==> src/sv/kcst_pkg.sv <==
`default_nettype none
package kcst_pkg;

    localparam int TABLE_ENTRIES = 256;
    localparam int KEY_BYTES     = 128;
    localparam int QUEUE_DEPTH   = 2;

    localparam int EW  = (TABLE_ENTRIES > 1) ? $clog2(TABLE_ENTRIES) : 1;
    localparam int UW  = $clog2(TABLE_ENTRIES + 1);
    localparam int PW  = (KEY_BYTES > 1) ? $clog2(KEY_BYTES) : 1;
    localparam int LW  = $clog2(KEY_BYTES + 1);
    localparam int KAW = $clog2(TABLE_ENTRIES * KEY_BYTES);
    localparam int QPW = (QUEUE_DEPTH > 1) ? $clog2(QUEUE_DEPTH) : 1;
    localparam int QCW = $clog2(QUEUE_DEPTH + 1);

    localparam logic [1:0] MODE_KEY   = 2'd0;
    localparam logic [1:0] MODE_CLOSE = 2'd1;
    localparam logic [1:0] MODE_COUNT = 2'd2;
    localparam logic [1:0] MODE_CHAR  = 2'd3;

    localparam logic [1:0] ST_OK    = 2'd0;
    localparam logic [1:0] ST_FULL  = 2'd1;
    localparam logic [1:0] ST_TRUNC = 2'd2;

    typedef enum logic [1:0] {
        OP_KEY,
        OP_CLOSE,
        OP_READ_COUNT,
        OP_READ_CHAR
    } op_t;

    typedef struct packed {
        op_t         op;
        logic [7:0]  key_char;
        logic [15:0] amount;
        logic [7:0]  entry_index;
        logic [6:0]  char_position;
    } item_t;

    typedef struct packed {
        logic [15:0] record_count;
        logic [31:0] amount_total;
        logic [7:0]  read_char;
        logic        entry_valid;
        logic [8:0]  entries_used;
        logic [1:0]  status;
    } result_t;

    typedef enum logic [3:0] {
        S_IDLE,
        S_SRCH,
        S_LEN,
        S_CMP,
        S_CHK,
        S_UPD,
        S_COPY,
        S_CPWR,
        S_RDW,
        S_DONE
    } state_t;

    function automatic op_t decode_mode(input logic [1:0] mode);
        op_t op;
        case (mode)
            MODE_KEY:   op = OP_KEY;
            MODE_CLOSE: op = OP_CLOSE;
            MODE_COUNT: op = OP_READ_COUNT;
            MODE_CHAR:  op = OP_READ_CHAR;
            default:    op = OP_KEY;
        endcase
        return op;
    endfunction

    function automatic logic [KAW-1:0] key_addr(input logic [EW-1:0] ent,
                                                input logic [PW-1:0] pos);
        return KAW'(ent) * KAW'(KEY_BYTES) + KAW'(pos);
    endfunction

endpackage
`default_nettype wire

==> src/sv/kcst_front.sv <==
`default_nettype none
module kcst_front (
    input  wire logic                aclk,
    input  wire logic                aresetn,
    input  wire logic                s_valid,
    output logic                     s_ready,
    input  wire logic [1:0]          s_mode,
    input  wire logic [7:0]          s_key_char,
    input  wire logic [15:0]         s_amount,
    input  wire logic [7:0]          s_entry_index,
    input  wire logic [6:0]          s_char_position,
    output logic                     q_valid,
    output kcst_pkg::item_t          q_item,
    input  wire logic                q_pop
);

    kcst_pkg::item_t               mem_reg [kcst_pkg::QUEUE_DEPTH];
    logic [kcst_pkg::QPW-1:0]      wp_reg, wp_next;
    logic [kcst_pkg::QPW-1:0]      rp_reg, rp_next;
    logic [kcst_pkg::QCW-1:0]      cnt_reg, cnt_next;
    kcst_pkg::item_t               in_item;
    logic                          push;

    // Classify the incoming item
    always_comb begin
        in_item.op            = kcst_pkg::decode_mode(s_mode);
        in_item.key_char      = s_key_char;
        in_item.amount        = s_amount;
        in_item.entry_index   = s_entry_index;
        in_item.char_position = s_char_position;
    end

    assign s_ready = (cnt_reg != kcst_pkg::QCW'(kcst_pkg::QUEUE_DEPTH));
    assign push    = s_valid && s_ready;
    assign q_valid = (cnt_reg != '0);
    assign q_item  = mem_reg[rp_reg];

    // Advance pointers and fill count
    always_comb begin
        wp_next  = wp_reg;
        rp_next  = rp_reg;
        cnt_next = cnt_reg;
        if (push) begin
            wp_next = (wp_reg == kcst_pkg::QPW'(kcst_pkg::QUEUE_DEPTH - 1)) ? '0 : wp_reg + 1'b1;
        end
        if (q_pop) begin
            rp_next = (rp_reg == kcst_pkg::QPW'(kcst_pkg::QUEUE_DEPTH - 1)) ? '0 : rp_reg + 1'b1;
        end
        if (push && !q_pop) begin
            cnt_next = cnt_reg + 1'b1;
        end else if (!push && q_pop) begin
            cnt_next = cnt_reg - 1'b1;
        end
    end

    always_ff @(posedge aclk) begin
        if (!aresetn) begin
            wp_reg  <= '0;
            rp_reg  <= '0;
            cnt_reg <= '0;
        end else begin
            wp_reg  <= wp_next;
            rp_reg  <= rp_next;
            cnt_reg <= cnt_next;
        end
    end

    // Hold queued items
    always_ff @(posedge aclk) begin
        if (push) begin
            mem_reg[wp_reg] <= in_item;
        end
    end

endmodule
`default_nettype wire

==> config.mk <==
export PLATFORM = sky130hd
export DESIGN_NAME = kcst_front
export DESIGN_NICKNAME = d
export VERILOG_FILES = /design/src/sv/kcst_pkg.sv /design/src/sv/kcst_front.sv
export SDC_FILE = /design/constraint.sdc
export NUM_CORES = 1
export LEC_CHECK = 0
export BUFFER_PORTS_ARGS = -buffer_cell sky130_fd_sc_hd__buf_2
export CAP_MARGIN = 20
export CORE_MARGIN = 5
export CORE_UTILIZATION = 51
export DETAILED_ROUTE_END_ITERATION = 16
export PLACE_DENSITY = 0.84
export SLEW_MARGIN = 0
export SYNTH_ARGS = -nofsm -noshare
export SYNTH_HDL_FRONTEND = slang
export SYNTH_SLANG_ARGS = --single-unit
==> constraint.sdc <==
create_clock -name aclk -period 2.45 [get_ports aclk]
set_input_delay 0.6125 -clock aclk [delete_from_list [all_inputs] [get_ports aclk]]
set_output_delay 0.6125 -clock aclk [all_outputs]
set_load 0.01 [all_outputs]
==> results of run 1 <==
-- stage by stage --
step | total power, W | setup WS, ns | std cells
2_1_floorplan | 0.00217 | 0.399 | 154
3_3_place_gp | 0.00238 | 0.616 | 312
3_5_place_dp | 0.00240 | 0.608 | 312
4_1_cts | 0.00336 | 0.212 | 328
5_1_grt | 0.00349 | 0.151 | 328
6_report | 0.00333 | 0.246 | 328
-- final timing paths --
kind,endpoint,slack (ns),cells after the start
min,mem_reg[0][21]$_DFFE_PP_,0.45,1
max reg2reg,mem_reg[1][7]$_DFFE_PP_,0.88,3
min reg2reg,cnt_reg[1]$_SDFFE_PN0P_,0.55,2
max,q_item[39],0.25,3
-- metal layers --
layer  track usage  vias up  part of all wire
met4        0.0528        0             0.010
met1         0.185      791              0.41
met5             0        -                 0
met2         0.238       62              0.50
li1              -      781                 -
met3        0.0571        8             0.085
-- cell type report --
type                    count  area (µm²)  share of cell area
clock inverters             7        72.6              0.0184
flip-flops and latches     87        2560               0.648
well taps                  75        93.8              0.0237
clock buffers               9         124              0.0313
repair buffers             90         495               0.125
multi-input cells          58         597               0.151
inverters                   2        7.51             0.00190
-- placed cells by master, fill, tap and decap left out, types with 2 or more instances in the layout --
cell	count
sky130_fd_sc_hd__buf_2	87
sky130_fd_sc_hd__edfxtp_1	82
sky130_fd_sc_hd__mux2_2	39
sky130_fd_sc_hd__clkbuf_8	9
sky130_fd_sc_hd__and2_1	4
sky130_fd_sc_hd__dfxtp_1	4
sky130_fd_sc_hd__buf_12	3
sky130_fd_sc_hd__mux2_1	2
sky130_fd_sc_hd__xor2_1	2
sky130_fd_sc_hd__clkinv_1	2
sky130_fd_sc_hd__clkinv_4	2
-- synthesized netlist by cell type (all sizes together) --
cell and n:
buf 5, edfxtp 82, or3 1, nand2b 1, xor2 2, o21ai 1
a21bo 1, inv 2, a21boi 2, and3 1, and2 4, xnor2 1
ha 1, dfxtp 5, mux2 41, clkbuf 2, nand3b 1, or2 1
-- cells by family (layout without fill, tap and decap cells) --
| group | count (synthesis) | count (layout) | synth area share |
|---|---|---|---|
| flops | 87 | 87 | 0.801 |
| mux | 41 | 41 | 0.144 |
| simple gates | 9 | 9 | 0.0203 |
| buf+inv | 9 | 108 | 0.0125 |
| compound gates | 4 | 4 | 0.00939 |
| xor+xnor | 3 | 3 | 0.00822 |
| fa+ha+maj | 1 | 1 | 0.00391 |
-- power by group --
part | internal, W | switching [W] | total [W]
logic | 0.000246 | 0.000264 | 0.000510
registers | 0.00180 | 0.0000456 | 0.00184
clock network | 0.000473 | 0.000501 | 0.000974
==> flow_results.xml, run 1 <==
<?xml version="1.0" encoding="UTF-8"?>
<metrics>
  <group name="status">
    <metric name="run_status" unit="">completed</metric>
  </group>
  <group name="detailed_routing">
    <metric name="wire_per_inst" unit="µm">16.9</metric>
    <metric name="drt_pre_antenna_iters" unit="">4</metric>
    <metric name="drc" unit="">0</metric>
    <metric name="detail_route.iter0.violations" unit="">68</metric>
    <metric name="drt-total-wl" unit="µm">5560</metric>
    <metric name="dr_total_vias" unit="">1642</metric>
    <metric name="ant_nets" unit="">0</metric>
    <metric name="post_drt_via_cell_ratio" unit="">5.01</metric>
  </group>
  <group name="clock_network">
    <metric name="number_of_sinks_on_the_clock_net" unit="">87</metric>
    <metric name="clock_latency_reported_for_the_late_side_of_the_worst_skew_pair" unit="ns">0.34</metric>
    <metric name="clock_path_buffers" unit="">2</metric>
    <metric name="cts_htree_levels" unit="">3</metric>
    <metric name="cts_tree" unit="">done</metric>
    <metric name="hold_buffers" unit="">0</metric>
    <metric name="post_cts_resize_count" unit="">0</metric>
    <metric name="clock_tree.root_cell" unit="">sky130_fd_sc_hd__clkbuf_8</metric>
    <metric name="cts_buffers" unit="">9</metric>
    <metric name="cts.reportedPaths.clkPinSlew" unit="ns">0.09</metric>
    <metric name="post-cts-setup-buffer-count" unit="">0</metric>
  </group>
  <group name="layout">
    <metric name="num-fill-cells" unit="">439</metric>
    <metric name="finalCoreUtilization" unit="">0.656</metric>
    <metric name="diodes" unit="">0</metric>
    <metric name="final_area" unit="µm²">3950</metric>
    <metric name="largest_register_ffs" unit="">82</metric>
    <metric name="ratio_of_cells_with_drive_above_1_in_the_final_layout" unit="">0.589</metric>
    <metric name="design.final.nets" unit="">294</metric>
    <metric name="relative_area_change_from_synthesis_to_final_layout" unit="%">23.6</metric>
  </group>
  <group name="pwr">
    <metric name="worst_ir_drop_vdd" unit="µV">424</metric>
    <metric name="pwr_density_cell" unit="nW/µm²">841</metric>
    <metric name="leakage_power" unit="nW">1.49</metric>
  </group>
  <group name="global_routing">
    <metric name="total_grt_overflow" unit="">0</metric>
    <metric name="number_of_antenna_violations_at_the_first_check_in_global_routing" unit="">0</metric>
    <metric name="grt_start_max_net_pins" unit="">34</metric>
    <metric name="grt_pass1_vias" unit="">1804</metric>
    <metric name="grt_util_all_layers" unit="">0.149</metric>
    <metric name="wire_length_of_the_first_global_routing_pass" unit="µm">8560</metric>
  </group>
  <group name="sta">
    <metric name="timing_max_transition_violations_final" unit="">0</metric>
    <metric name="timing.setup.tns" unit="ns">0</metric>
    <metric name="layout_worst_path_cycle_share" unit="">0.900</metric>
    <metric name="max-slew-margin-rel" unit="">0.740</metric>
    <metric name="hold_slack" unit="ns">0.450</metric>
    <metric name="skew" unit="ns">0.00924</metric>
    <metric name="achievable-frequency" unit="MHz">454</metric>
    <metric name="finalHoldViolations" unit="">0</metric>
    <metric name="setup_viol_count_final" unit="">0</metric>
    <metric name="timing_worst_slew_pin_value" unit="ns">0.390</metric>
    <metric name="period_needed" unit="ns">2.20</metric>
    <metric name="rsz0062_at_grt" unit="">no</metric>
  </group>
  <group name="setup_path">
    <metric name="critical-path-slowest-cell" unit="">sky130_fd_sc_hd__dfxtp_2</metric>
    <metric name="timing.critical_path.fanout_max" unit="">33</metric>
    <metric name="crit_path_max_incr_delay" unit="ns">0.47</metric>
    <metric name="critical_path.startpoint_type" unit="">register</metric>
    <metric name="path_cells" unit="">buf_12, mux2_2, buf_2</metric>
    <metric name="worst_ep_required_time" unit="ns">1.84</metric>
    <metric name="timing.setup.critical_path_class" unit="">reg2out</metric>
    <metric name="timing.critical_path.arrival" unit="ns">1.59</metric>
    <metric name="worstReg2RegStart" unit="">cnt_reg[0]$_SDFFE_PN0P_</metric>
    <metric name="worst_path_dominant_cell_family" unit="">flip-flops</metric>
    <metric name="cp-end-kind" unit="">primary output</metric>
    <metric name="crit_buf_inv" unit="">2</metric>
  </group>
  <group name="placed_design">
    <metric name="placed_cell_area" unit="µm²">3760</metric>
    <metric name="sum_of_net_half_perimeters_after_detailed_placement" unit="µm">3710</metric>
    <metric name="io_buffers" unit="">87</metric>
    <metric name="routabilityCongestion" unit="">0.700</metric>
  </group>
  <group name="yosys">
    <metric name="synthesis.nets" unit="">200</metric>
    <metric name="yosysTopAreaCellShare" unit="">0.770</metric>
    <metric name="syn_area" unit="µm²">3200</metric>
    <metric name="ys_ff_latch" unit="">87</metric>
    <metric name="synthesis.yosys.warnings" unit="">0</metric>
    <metric name="ys_seq_area_frac" unit="">0.801</metric>
    <metric name="synth.largest_area_cell" unit="">sky130_fd_sc_hd__edfxtp_1</metric>
    <metric name="syn_inst" unit="">154</metric>
    <metric name="leading_cell_types_by_total_area_after_synthesis" unit="">sky130_fd_sc_hd__edfxtp_1 (77%), sky130_fd_sc_hd__mux2_2 (14%), sky130_fd_sc_hd__dfxtp_1 (3.1%), sky130_fd_sc_hd__and2_1 (0.78%), sky130_fd_sc_hd__buf_2 (0.78%)</metric>
    <metric name="postSynthAreaPerCell" unit="µm²">20.8</metric>
    <metric name="post_synthesis_cell_type_count" unit="">20</metric>
  </group>
  <group name="floorplanning">
    <metric name="floorplan.core_area" unit="µm²">6030</metric>
    <metric name="fp.dieArea" unit="µm²">7950</metric>
    <metric name="start_util" unit="">0.531</metric>
    <metric name="num_rows" unit="">28</metric>
    <metric name="ios" unit="">88</metric>
    <metric name="die_height" unit="µm">89.2</metric>
    <metric name="floorplan.die.width" unit="µm">89.2</metric>
  </group>
  <group name="flow_run">
    <metric name="drv.max_cap_violation_count" unit="">0</metric>
  </group>
  <group name="min_path">
    <metric name="worstHoldPathType" unit="">in2reg</metric>
    <metric name="worstHoldStart" unit="">s_amount[6]</metric>
  </group>
</metrics>
Note: power is estimated with default switching activity, not from simulation.
==> run 2, diff against run 1 <==
--- a/config.mk
+++ b/config.mk
@@ -5,12 +5,12 @@
 export SDC_FILE = /design/constraint.sdc
 export NUM_CORES = 1
 export LEC_CHECK = 0
-export BUFFER_PORTS_ARGS = -buffer_cell sky130_fd_sc_hd__buf_2
 export CAP_MARGIN = 20
 export CORE_MARGIN = 5
-export CORE_UTILIZATION = 51
+export CORE_UTILIZATION = 52
 export DETAILED_ROUTE_END_ITERATION = 16
-export PLACE_DENSITY = 0.84
+export DONT_BUFFER_PORTS = 1
+export PLACE_DENSITY = 0.72
 export SLEW_MARGIN = 0
 export SYNTH_ARGS = -nofsm -noshare
 export SYNTH_HDL_FRONTEND = slang
==> constraint.sdc (replaced) <==
create_clock -name aclk -period 2.15 [get_ports aclk]
set_input_delay 0.5375 -clock aclk [delete_from_list [all_inputs] [get_ports aclk]]
set_output_delay 0.5375 -clock aclk [all_outputs]
set_load 0.01 [all_outputs]
==> flow_results.xml, run 2 (synthesis gave the netlist of run 1 again) <==
<?xml version="1.0" encoding="UTF-8"?>
<metrics>
  <group name="sta">
    <metric name="layout_worst_path_cycle_share" unit="">0.904</metric>
    <metric name="finalHoldViolations" unit="">0</metric>
    <metric name="setup_viol_count_final" unit="">0</metric>
    <metric name="period_needed" unit="ns">1.94</metric>
    <metric name="timing.setup.tns" unit="ns">0</metric>
    <metric name="rsz0062_at_grt" unit="">no</metric>
    <metric name="hold_slack" unit="ns">0.295</metric>
    <metric name="achievable-frequency" unit="MHz">515</metric>
    <metric name="max-slew-margin-rel" unit="">0.606</metric>
    <metric name="timing_max_transition_violations_final" unit="">0</metric>
    <metric name="timing_worst_slew_pin_value" unit="ns">0.587</metric>
    <metric name="skew" unit="ns">0.00619</metric>
  </group>
  <group name="setup_path">
    <metric name="r2r_end" unit="">mem_reg[0][30]$_DFFE_PP_</metric>
    <metric name="timing.critical_path.arrival" unit="ns">1.41</metric>
    <metric name="worst_ep_required_time" unit="ns">1.61</metric>
    <metric name="timing.setup.critical_path_class" unit="">reg2out</metric>
    <metric name="timing.critical_path.fanout_max" unit="">26</metric>
    <metric name="ff2ff_setup_slack" unit="ns">0.35</metric>
    <metric name="critical_path.startpoint_type" unit="">register</metric>
    <metric name="rr_worst_depth" unit="">4</metric>
    <metric name="worstReg2RegStart" unit="">cnt_reg[0]$_SDFFE_PN0P_</metric>
    <metric name="cp-end-kind" unit="">primary output</metric>
  </group>
  <group name="layout">
    <metric name="commonest_cells_after_routing_fill_and_taps_aside" unit="">sky130_fd_sc_hd__edfxtp_1 (82), sky130_fd_sc_hd__mux2_2 (39), sky130_fd_sc_hd__clkbuf_8 (10), sky130_fd_sc_hd__clkbuf_1 (5)</metric>
    <metric name="largest_register_ffs" unit="">82</metric>
    <metric name="final_common_cell" unit="">sky130_fd_sc_hd__edfxtp_1</metric>
    <metric name="design.final.nets" unit="">209</metric>
    <metric name="ratio_of_cells_with_drive_above_1_in_the_final_layout" unit="">0.357</metric>
    <metric name="diodes" unit="">0</metric>
    <metric name="num-fill-cells" unit="">444</metric>
    <metric name="finalCoreUtilization" unit="">0.583</metric>
    <metric name="relative_area_change_from_synthesis_to_final_layout" unit="%">8.61</metric>
  </group>
  <group name="placed_design">
    <metric name="sum_of_net_half_perimeters_after_detailed_placement" unit="µm">3650</metric>
    <metric name="io_buffers" unit="">0</metric>
    <metric name="routabilityCongestion" unit="">0.709</metric>
  </group>
  <group name="detailed_routing">
    <metric name="drc" unit="">0</metric>
    <metric name="wl_met2" unit="µm">2910</metric>
    <metric name="met1_length" unit="µm">1660</metric>
    <metric name="post_drt_via_cell_ratio" unit="">5.44</metric>
    <metric name="detailroute.wirelength.met3" unit="µm">510</metric>
    <metric name="ant_nets" unit="">0</metric>
    <metric name="top_layer_used" unit="">met4</metric>
    <metric name="drt_pre_antenna_iters" unit="">4</metric>
    <metric name="wire_per_inst" unit="µm">21.1</metric>
    <metric name="dr_total_vias" unit="">1322</metric>
    <metric name="drt-total-wl" unit="µm">5120</metric>
    <metric name="detail_route.iter0.violations" unit="">44</metric>
  </group>
  <group name="clock_network">
    <metric name="clock_latency_reported_for_the_late_side_of_the_worst_skew_pair" unit="ns">0.33</metric>
    <metric name="post-cts-setup-buffer-count" unit="">0</metric>
    <metric name="post_cts_resize_count" unit="">0</metric>
    <metric name="cts_htree_levels" unit="">3</metric>
    <metric name="hold_buffers" unit="">0</metric>
    <metric name="cts.reportedPaths.clkPinSlew" unit="ns">0.08</metric>
    <metric name="number_of_sinks_on_the_clock_net" unit="">87</metric>
    <metric name="clock_path_buffers" unit="">2</metric>
    <metric name="clock_tree.root_cell" unit="">sky130_fd_sc_hd__clkbuf_8</metric>
    <metric name="cts_tree" unit="">done</metric>
    <metric name="cts_buffers" unit="">9</metric>
  </group>
  <group name="global_routing">
    <metric name="grt_util_all_layers" unit="">0.143</metric>
    <metric name="grt_pass1_vias" unit="">1515</metric>
    <metric name="total_grt_overflow" unit="">0</metric>
    <metric name="wire_length_of_the_first_global_routing_pass" unit="µm">7900</metric>
    <metric name="grt_start_max_net_pins" unit="">27</metric>
    <metric name="number_of_antenna_violations_at_the_first_check_in_global_routing" unit="">0</metric>
  </group>
  <group name="floorplanning">
    <metric name="floorplan.core_area" unit="µm²">5960</metric>
    <metric name="floorplan.die.width" unit="µm">88.4</metric>
    <metric name="ios" unit="">88</metric>
    <metric name="start_util" unit="">0.537</metric>
    <metric name="num_rows" unit="">28</metric>
    <metric name="die_height" unit="µm">88.4</metric>
    <metric name="fp.dieArea" unit="µm²">7820</metric>
  </group>
  <group name="pwr">
    <metric name="worst_ir_drop_vdd" unit="µV">619</metric>
    <metric name="fin_total_pwr" unit="W">0.00346</metric>
    <metric name="leakage_power" unit="nW">1.14</metric>
    <metric name="pwr_density_cell" unit="nW/µm²">995</metric>
  </group>
  <group name="min_path">
    <metric name="worstHoldStart" unit="">s_amount[4]</metric>
    <metric name="timing.hold.worst_path_depth" unit="">0</metric>
    <metric name="min_delay_worst_endpoint" unit="">mem_reg[1][19]$_DFFE_PP_</metric>
    <metric name="worstHoldPathType" unit="">in2reg</metric>
  </group>
  <group name="status">
    <metric name="run_status" unit="">completed</metric>
  </group>
  <group name="flow_run">
    <metric name="drv.max_cap_violation_count" unit="">0</metric>
  </group>
</metrics>
-- run 2: layout make-up --
cell class,instances,area [µm²],area share
inverter,2,7.51,0.00216
tap,75,93.8,0.0270
clock inverter,1,5.00,0.00144
clock buffer,15,156,0.0450
multi-input combinational,58,597,0.172
sequential,87,2560,0.738
timing repair buffer,5,50.0,0.0144
-- run 2: critical path, cell delays in order, from the launching register on --
cell and delay [ns]:
sky130_fd_sc_hd__dfxtp_2 0.33, sky130_fd_sc_hd__buf_4 0.31, sky130_fd_sc_hd__mux2_2 0.43
-- run 2: through the flow --
stage | std cells | setup slack, ns | area (µm²)
after detailed placement | 227 | 0.314 | 3310
after floorplan | 154 | 0.161 | 3200
final | 243 | 0.207 | 3470
after global placement | 227 | 0.406 | 3310
after CTS | 243 | 0.160 | 3470
after global routing | 243 | 0.114 | 3470
-- run 2: how the worst max path moves through the flow --
stage,cells after the start,slack [ns],to,start
global placement,3,0.41,mem_reg[0][23]$_DFFE_PP_,s_valid
global route,2,0.11,q_item[22],register
CTS,2,0.16,q_item[31],register
finish,2,0.21,q_item[6],register
detailed placement,4,0.31,mem_reg[0][24]$_DFFE_PP_,cnt_reg[0]$_SDFFE_PN0P_
floorplan,2,0.16,mem_reg[1][0]$_DFFE_PP_,cnt_reg[0]$_SDFFE_PN0P_
-- run 2: routing by layer --
metal / GRT usage / vias to the layer above
met1: 0.135 / 654
met5: 0 / -
li1: - / 609
met3: 0.0754 / 5
met4: 0.0659 / 0
met2: 0.255 / 54
-- run 2: where the power goes --
group | internal (W) | leakage (nW) | switching, W
Combinational | 0.000172 | 0.251 | 0.000257
Sequential | 0.00205 | 0.807 | 0.0000464
Clock | 0.000453 | 0.0817 | 0.000479
Total | 0.00267 | 1.14 | 0.000783
==> run 3, diff against run 2 <==
==> constraint.sdc (replaced) <==
create_clock -name aclk -period 2.15 [get_ports aclk]
set_input_delay 0.5375 -clock aclk [delete_from_list [all_inputs] [get_ports aclk]]
set_output_delay 0.5375 -clock aclk [all_outputs]
set_load 0.02 [all_outputs]
==> flow_results.xml, run 3 (synthesis gave the netlist of run 1 again) <==
<?xml version="1.0" encoding="UTF-8"?>
<metrics>
  <group name="sta">
    <metric name="rsz0062_at_grt" unit="">no</metric>
    <metric name="hold_slack" unit="ns">0.294</metric>
    <metric name="finalHoldViolations" unit="">0</metric>
    <metric name="timing_worst_slew_pin_value" unit="ns">0.343</metric>
    <metric name="skew" unit="ns">0.00691</metric>
    <metric name="setup_viol_count_final" unit="">0</metric>
    <metric name="layout_worst_path_cycle_share" unit="">0.912</metric>
    <metric name="period_needed" unit="ns">1.96</metric>
    <metric name="timing_max_transition_violations_final" unit="">0</metric>
    <metric name="final.setup.worst_slack" unit="ns">0.189</metric>
    <metric name="timing.setup.tns" unit="ns">0</metric>
    <metric name="max-slew-margin-rel" unit="">0.771</metric>
    <metric name="achievable-frequency" unit="MHz">510</metric>
  </group>
  <group name="pwr">
    <metric name="cell_internal_pwr" unit="W">0.00267</metric>
    <metric name="comb_power_share" unit="">0.147</metric>
    <metric name="leakage_power" unit="nW">1.14</metric>
    <metric name="seq_power_share" unit="">0.590</metric>
    <metric name="netSwitchingFraction" unit="">0.248</metric>
    <metric name="pwr_density_cell" unit="nW/µm²">1020</metric>
    <metric name="switchingPower" unit="W">0.000879</metric>
    <metric name="worst_ir_drop_vdd" unit="µV">532</metric>
    <metric name="power.clock.fraction" unit="">0.262</metric>
  </group>
  <group name="status">
    <metric name="run_status" unit="">completed</metric>
  </group>
  <group name="floorplanning">
    <metric name="start_util" unit="">0.537</metric>
    <metric name="floorplan.die.width" unit="µm">88.4</metric>
    <metric name="floorplan.core_area" unit="µm²">5960</metric>
    <metric name="die_height" unit="µm">88.4</metric>
    <metric name="ios" unit="">88</metric>
    <metric name="fp.dieArea" unit="µm²">7820</metric>
    <metric name="num_rows" unit="">28</metric>
  </group>
  <group name="global_routing">
    <metric name="wire_length_of_the_first_global_routing_pass" unit="µm">7530</metric>
    <metric name="total_grt_overflow" unit="">0</metric>
    <metric name="grt_start_max_net_pins" unit="">27</metric>
    <metric name="number_of_antenna_violations_at_the_first_check_in_global_routing" unit="">0</metric>
    <metric name="grt_util_all_layers" unit="">0.136</metric>
    <metric name="grt_pass1_vias" unit="">1471</metric>
  </group>
  <group name="detailed_routing">
    <metric name="detail_route.iter0.violations" unit="">41</metric>
    <metric name="wl_met2" unit="µm">2870</metric>
    <metric name="dr_total_vias" unit="">1308</metric>
    <metric name="post_drt_via_cell_ratio" unit="">5.36</metric>
    <metric name="top_layer_used" unit="">met4</metric>
    <metric name="detailroute.wirelength.met3" unit="µm">532</metric>
    <metric name="drt_pre_antenna_iters" unit="">4</metric>
    <metric name="drt-total-wl" unit="µm">5060</metric>
    <metric name="ant_nets" unit="">0</metric>
    <metric name="wire_per_inst" unit="µm">20.7</metric>
    <metric name="drc" unit="">0</metric>
    <metric name="met1_length" unit="µm">1610</metric>
  </group>
  <group name="setup_path">
    <metric name="timing.critical_path.arrival" unit="ns">1.42</metric>
    <metric name="rr_worst_depth" unit="">5</metric>
    <metric name="cp-end-kind" unit="">primary output</metric>
    <metric name="r2r_end" unit="">cnt_reg[1]$_SDFFE_PN0P_</metric>
    <metric name="timing.critical_path.fanout_max" unit="">26</metric>
    <metric name="worstReg2RegStart" unit="">cnt_reg[0]$_SDFFE_PN0P_</metric>
    <metric name="timing.setup.critical_path_class" unit="">reg2out</metric>
    <metric name="critical_path.startpoint_type" unit="">register</metric>
    <metric name="worst_ep_required_time" unit="ns">1.61</metric>
    <metric name="ff2ff_setup_slack" unit="ns">0.55</metric>
  </group>
  <group name="placed_design">
    <metric name="routabilityCongestion" unit="">0.706</metric>
    <metric name="sum_of_net_half_perimeters_after_detailed_placement" unit="µm">3610</metric>
    <metric name="dpl_ws" unit="ns">0.516</metric>
    <metric name="io_buffers" unit="">0</metric>
  </group>
  <group name="clock_network">
    <metric name="cts_buffers" unit="">9</metric>
    <metric name="clock_tree.root_cell" unit="">sky130_fd_sc_hd__clkbuf_8</metric>
    <metric name="cts_tree" unit="">done</metric>
    <metric name="cts_htree_levels" unit="">3</metric>
    <metric name="clock_path_buffers" unit="">2</metric>
    <metric name="hold_buffers" unit="">0</metric>
    <metric name="post-cts-setup-buffer-count" unit="">0</metric>
    <metric name="post_cts_resize_count" unit="">0</metric>
    <metric name="number_of_sinks_on_the_clock_net" unit="">87</metric>
    <metric name="clock_latency_reported_for_the_late_side_of_the_worst_skew_pair" unit="ns">0.33</metric>
    <metric name="cts.reportedPaths.clkPinSlew" unit="ns">0.08</metric>
  </group>
  <group name="layout">
    <metric name="commonest_cells_after_routing_fill_and_taps_aside" unit="">sky130_fd_sc_hd__edfxtp_1 (82), sky130_fd_sc_hd__mux2_2 (39), sky130_fd_sc_hd__clkbuf_8 (10), sky130_fd_sc_hd__buf_4 (6)</metric>
    <metric name="final_common_cell" unit="">sky130_fd_sc_hd__edfxtp_1</metric>
    <metric name="sequential_cell_area" unit="µm²">2560</metric>
    <metric name="relative_area_change_from_synthesis_to_final_layout" unit="%">8.45</metric>
    <metric name="num-fill-cells" unit="">463</metric>
    <metric name="multi_input_comb_area" unit="µm²">597</metric>
    <metric name="ratio_of_cells_with_drive_above_1_in_the_final_layout" unit="">0.361</metric>
    <metric name="design.final.nets" unit="">210</metric>
    <metric name="diodes" unit="">0</metric>
    <metric name="finalCoreUtilization" unit="">0.582</metric>
    <metric name="largest_register_ffs" unit="">82</metric>
  </group>
  <group name="min_path">
    <metric name="worstHoldStart" unit="">s_entry_index[7]</metric>
    <metric name="min_delay_worst_endpoint" unit="">mem_reg[1][14]$_DFFE_PP_</metric>
    <metric name="worstHoldPathType" unit="">in2reg</metric>
    <metric name="timing.hold.worst_path_depth" unit="">0</metric>
  </group>
  <group name="flow_run">
    <metric name="drv.max_cap_violation_count" unit="">0</metric>
  </group>
</metrics>
==> run 3: how the worst max path moves through the flow <==
stage | depth (start not counted) | to | from | slack, ns
2_1_floorplan | 2 | mem_reg[1][0]$_DFFE_PP_ | cnt_reg[0]$_SDFFE_PN0P_ | 0.13
3_3_place_gp | 2 | q_item[24] | register | 0.52
3_5_place_dp | 2 | q_item[24] | register | 0.52
4_1_cts | 2 | q_item[24] | register | 0.15
5_1_grt | 2 | q_item[24] | register | 0.09
6_report | 2 | q_item[24] | register | 0.19
==> run 3: power by group through the flow <==
stage / sequential (W) / combinational (W) / clock, W
2_1_floorplan: 0.00212 / 0.000447 / 0
3_3_place_gp: 0.00212 / 0.000524 / 0
3_5_place_dp: 0.00213 / 0.000535 / 0
4_1_cts: 0.00210 / 0.000538 / 0.000957
5_1_grt: 0.00211 / 0.000559 / 0.00105
6_report: 0.00209 / 0.000522 / 0.000931
==> run 3: area by class of cell <==
class | instances | area share
sequential | 87 | 0.739
clock inverter | 2 | 0.00253
inverter | 2 | 0.00216
tap | 75 | 0.0271
clock buffer | 14 | 0.0440
multi-input combinational | 58 | 0.172
timing repair buffer | 6 | 0.0130
==> run 3: per-stage QoR <==
| step | area [µm²] | cells | power, W |
|---|---|---|---|
| floorplan | 3200 | 154 | 0.00257 |
| global placement | 3310 | 228 | 0.00265 |
| detailed placement | 3310 | 228 | 0.00267 |
| CTS | 3470 | 244 | 0.00359 |
| global route | 3470 | 244 | 0.00372 |
| finish | 3470 | 244 | 0.00355 |
==> run 3: worst max-delay path, cell delays in order (launching register included) <==
cell	delay [ns]
sky130_fd_sc_hd__dfxtp_2	0.32
sky130_fd_sc_hd__buf_4	0.30
sky130_fd_sc_hd__mux2_1	0.46
==> run 3: metal layers <==
layer | vias to the layer above | GRT usage
met3 | 5 | 0.0819
met1 | 654 | 0.123
met2 | 42 | 0.248
met5 | - | 0
met4 | 0 | 0.0453
li1 | 607 | -
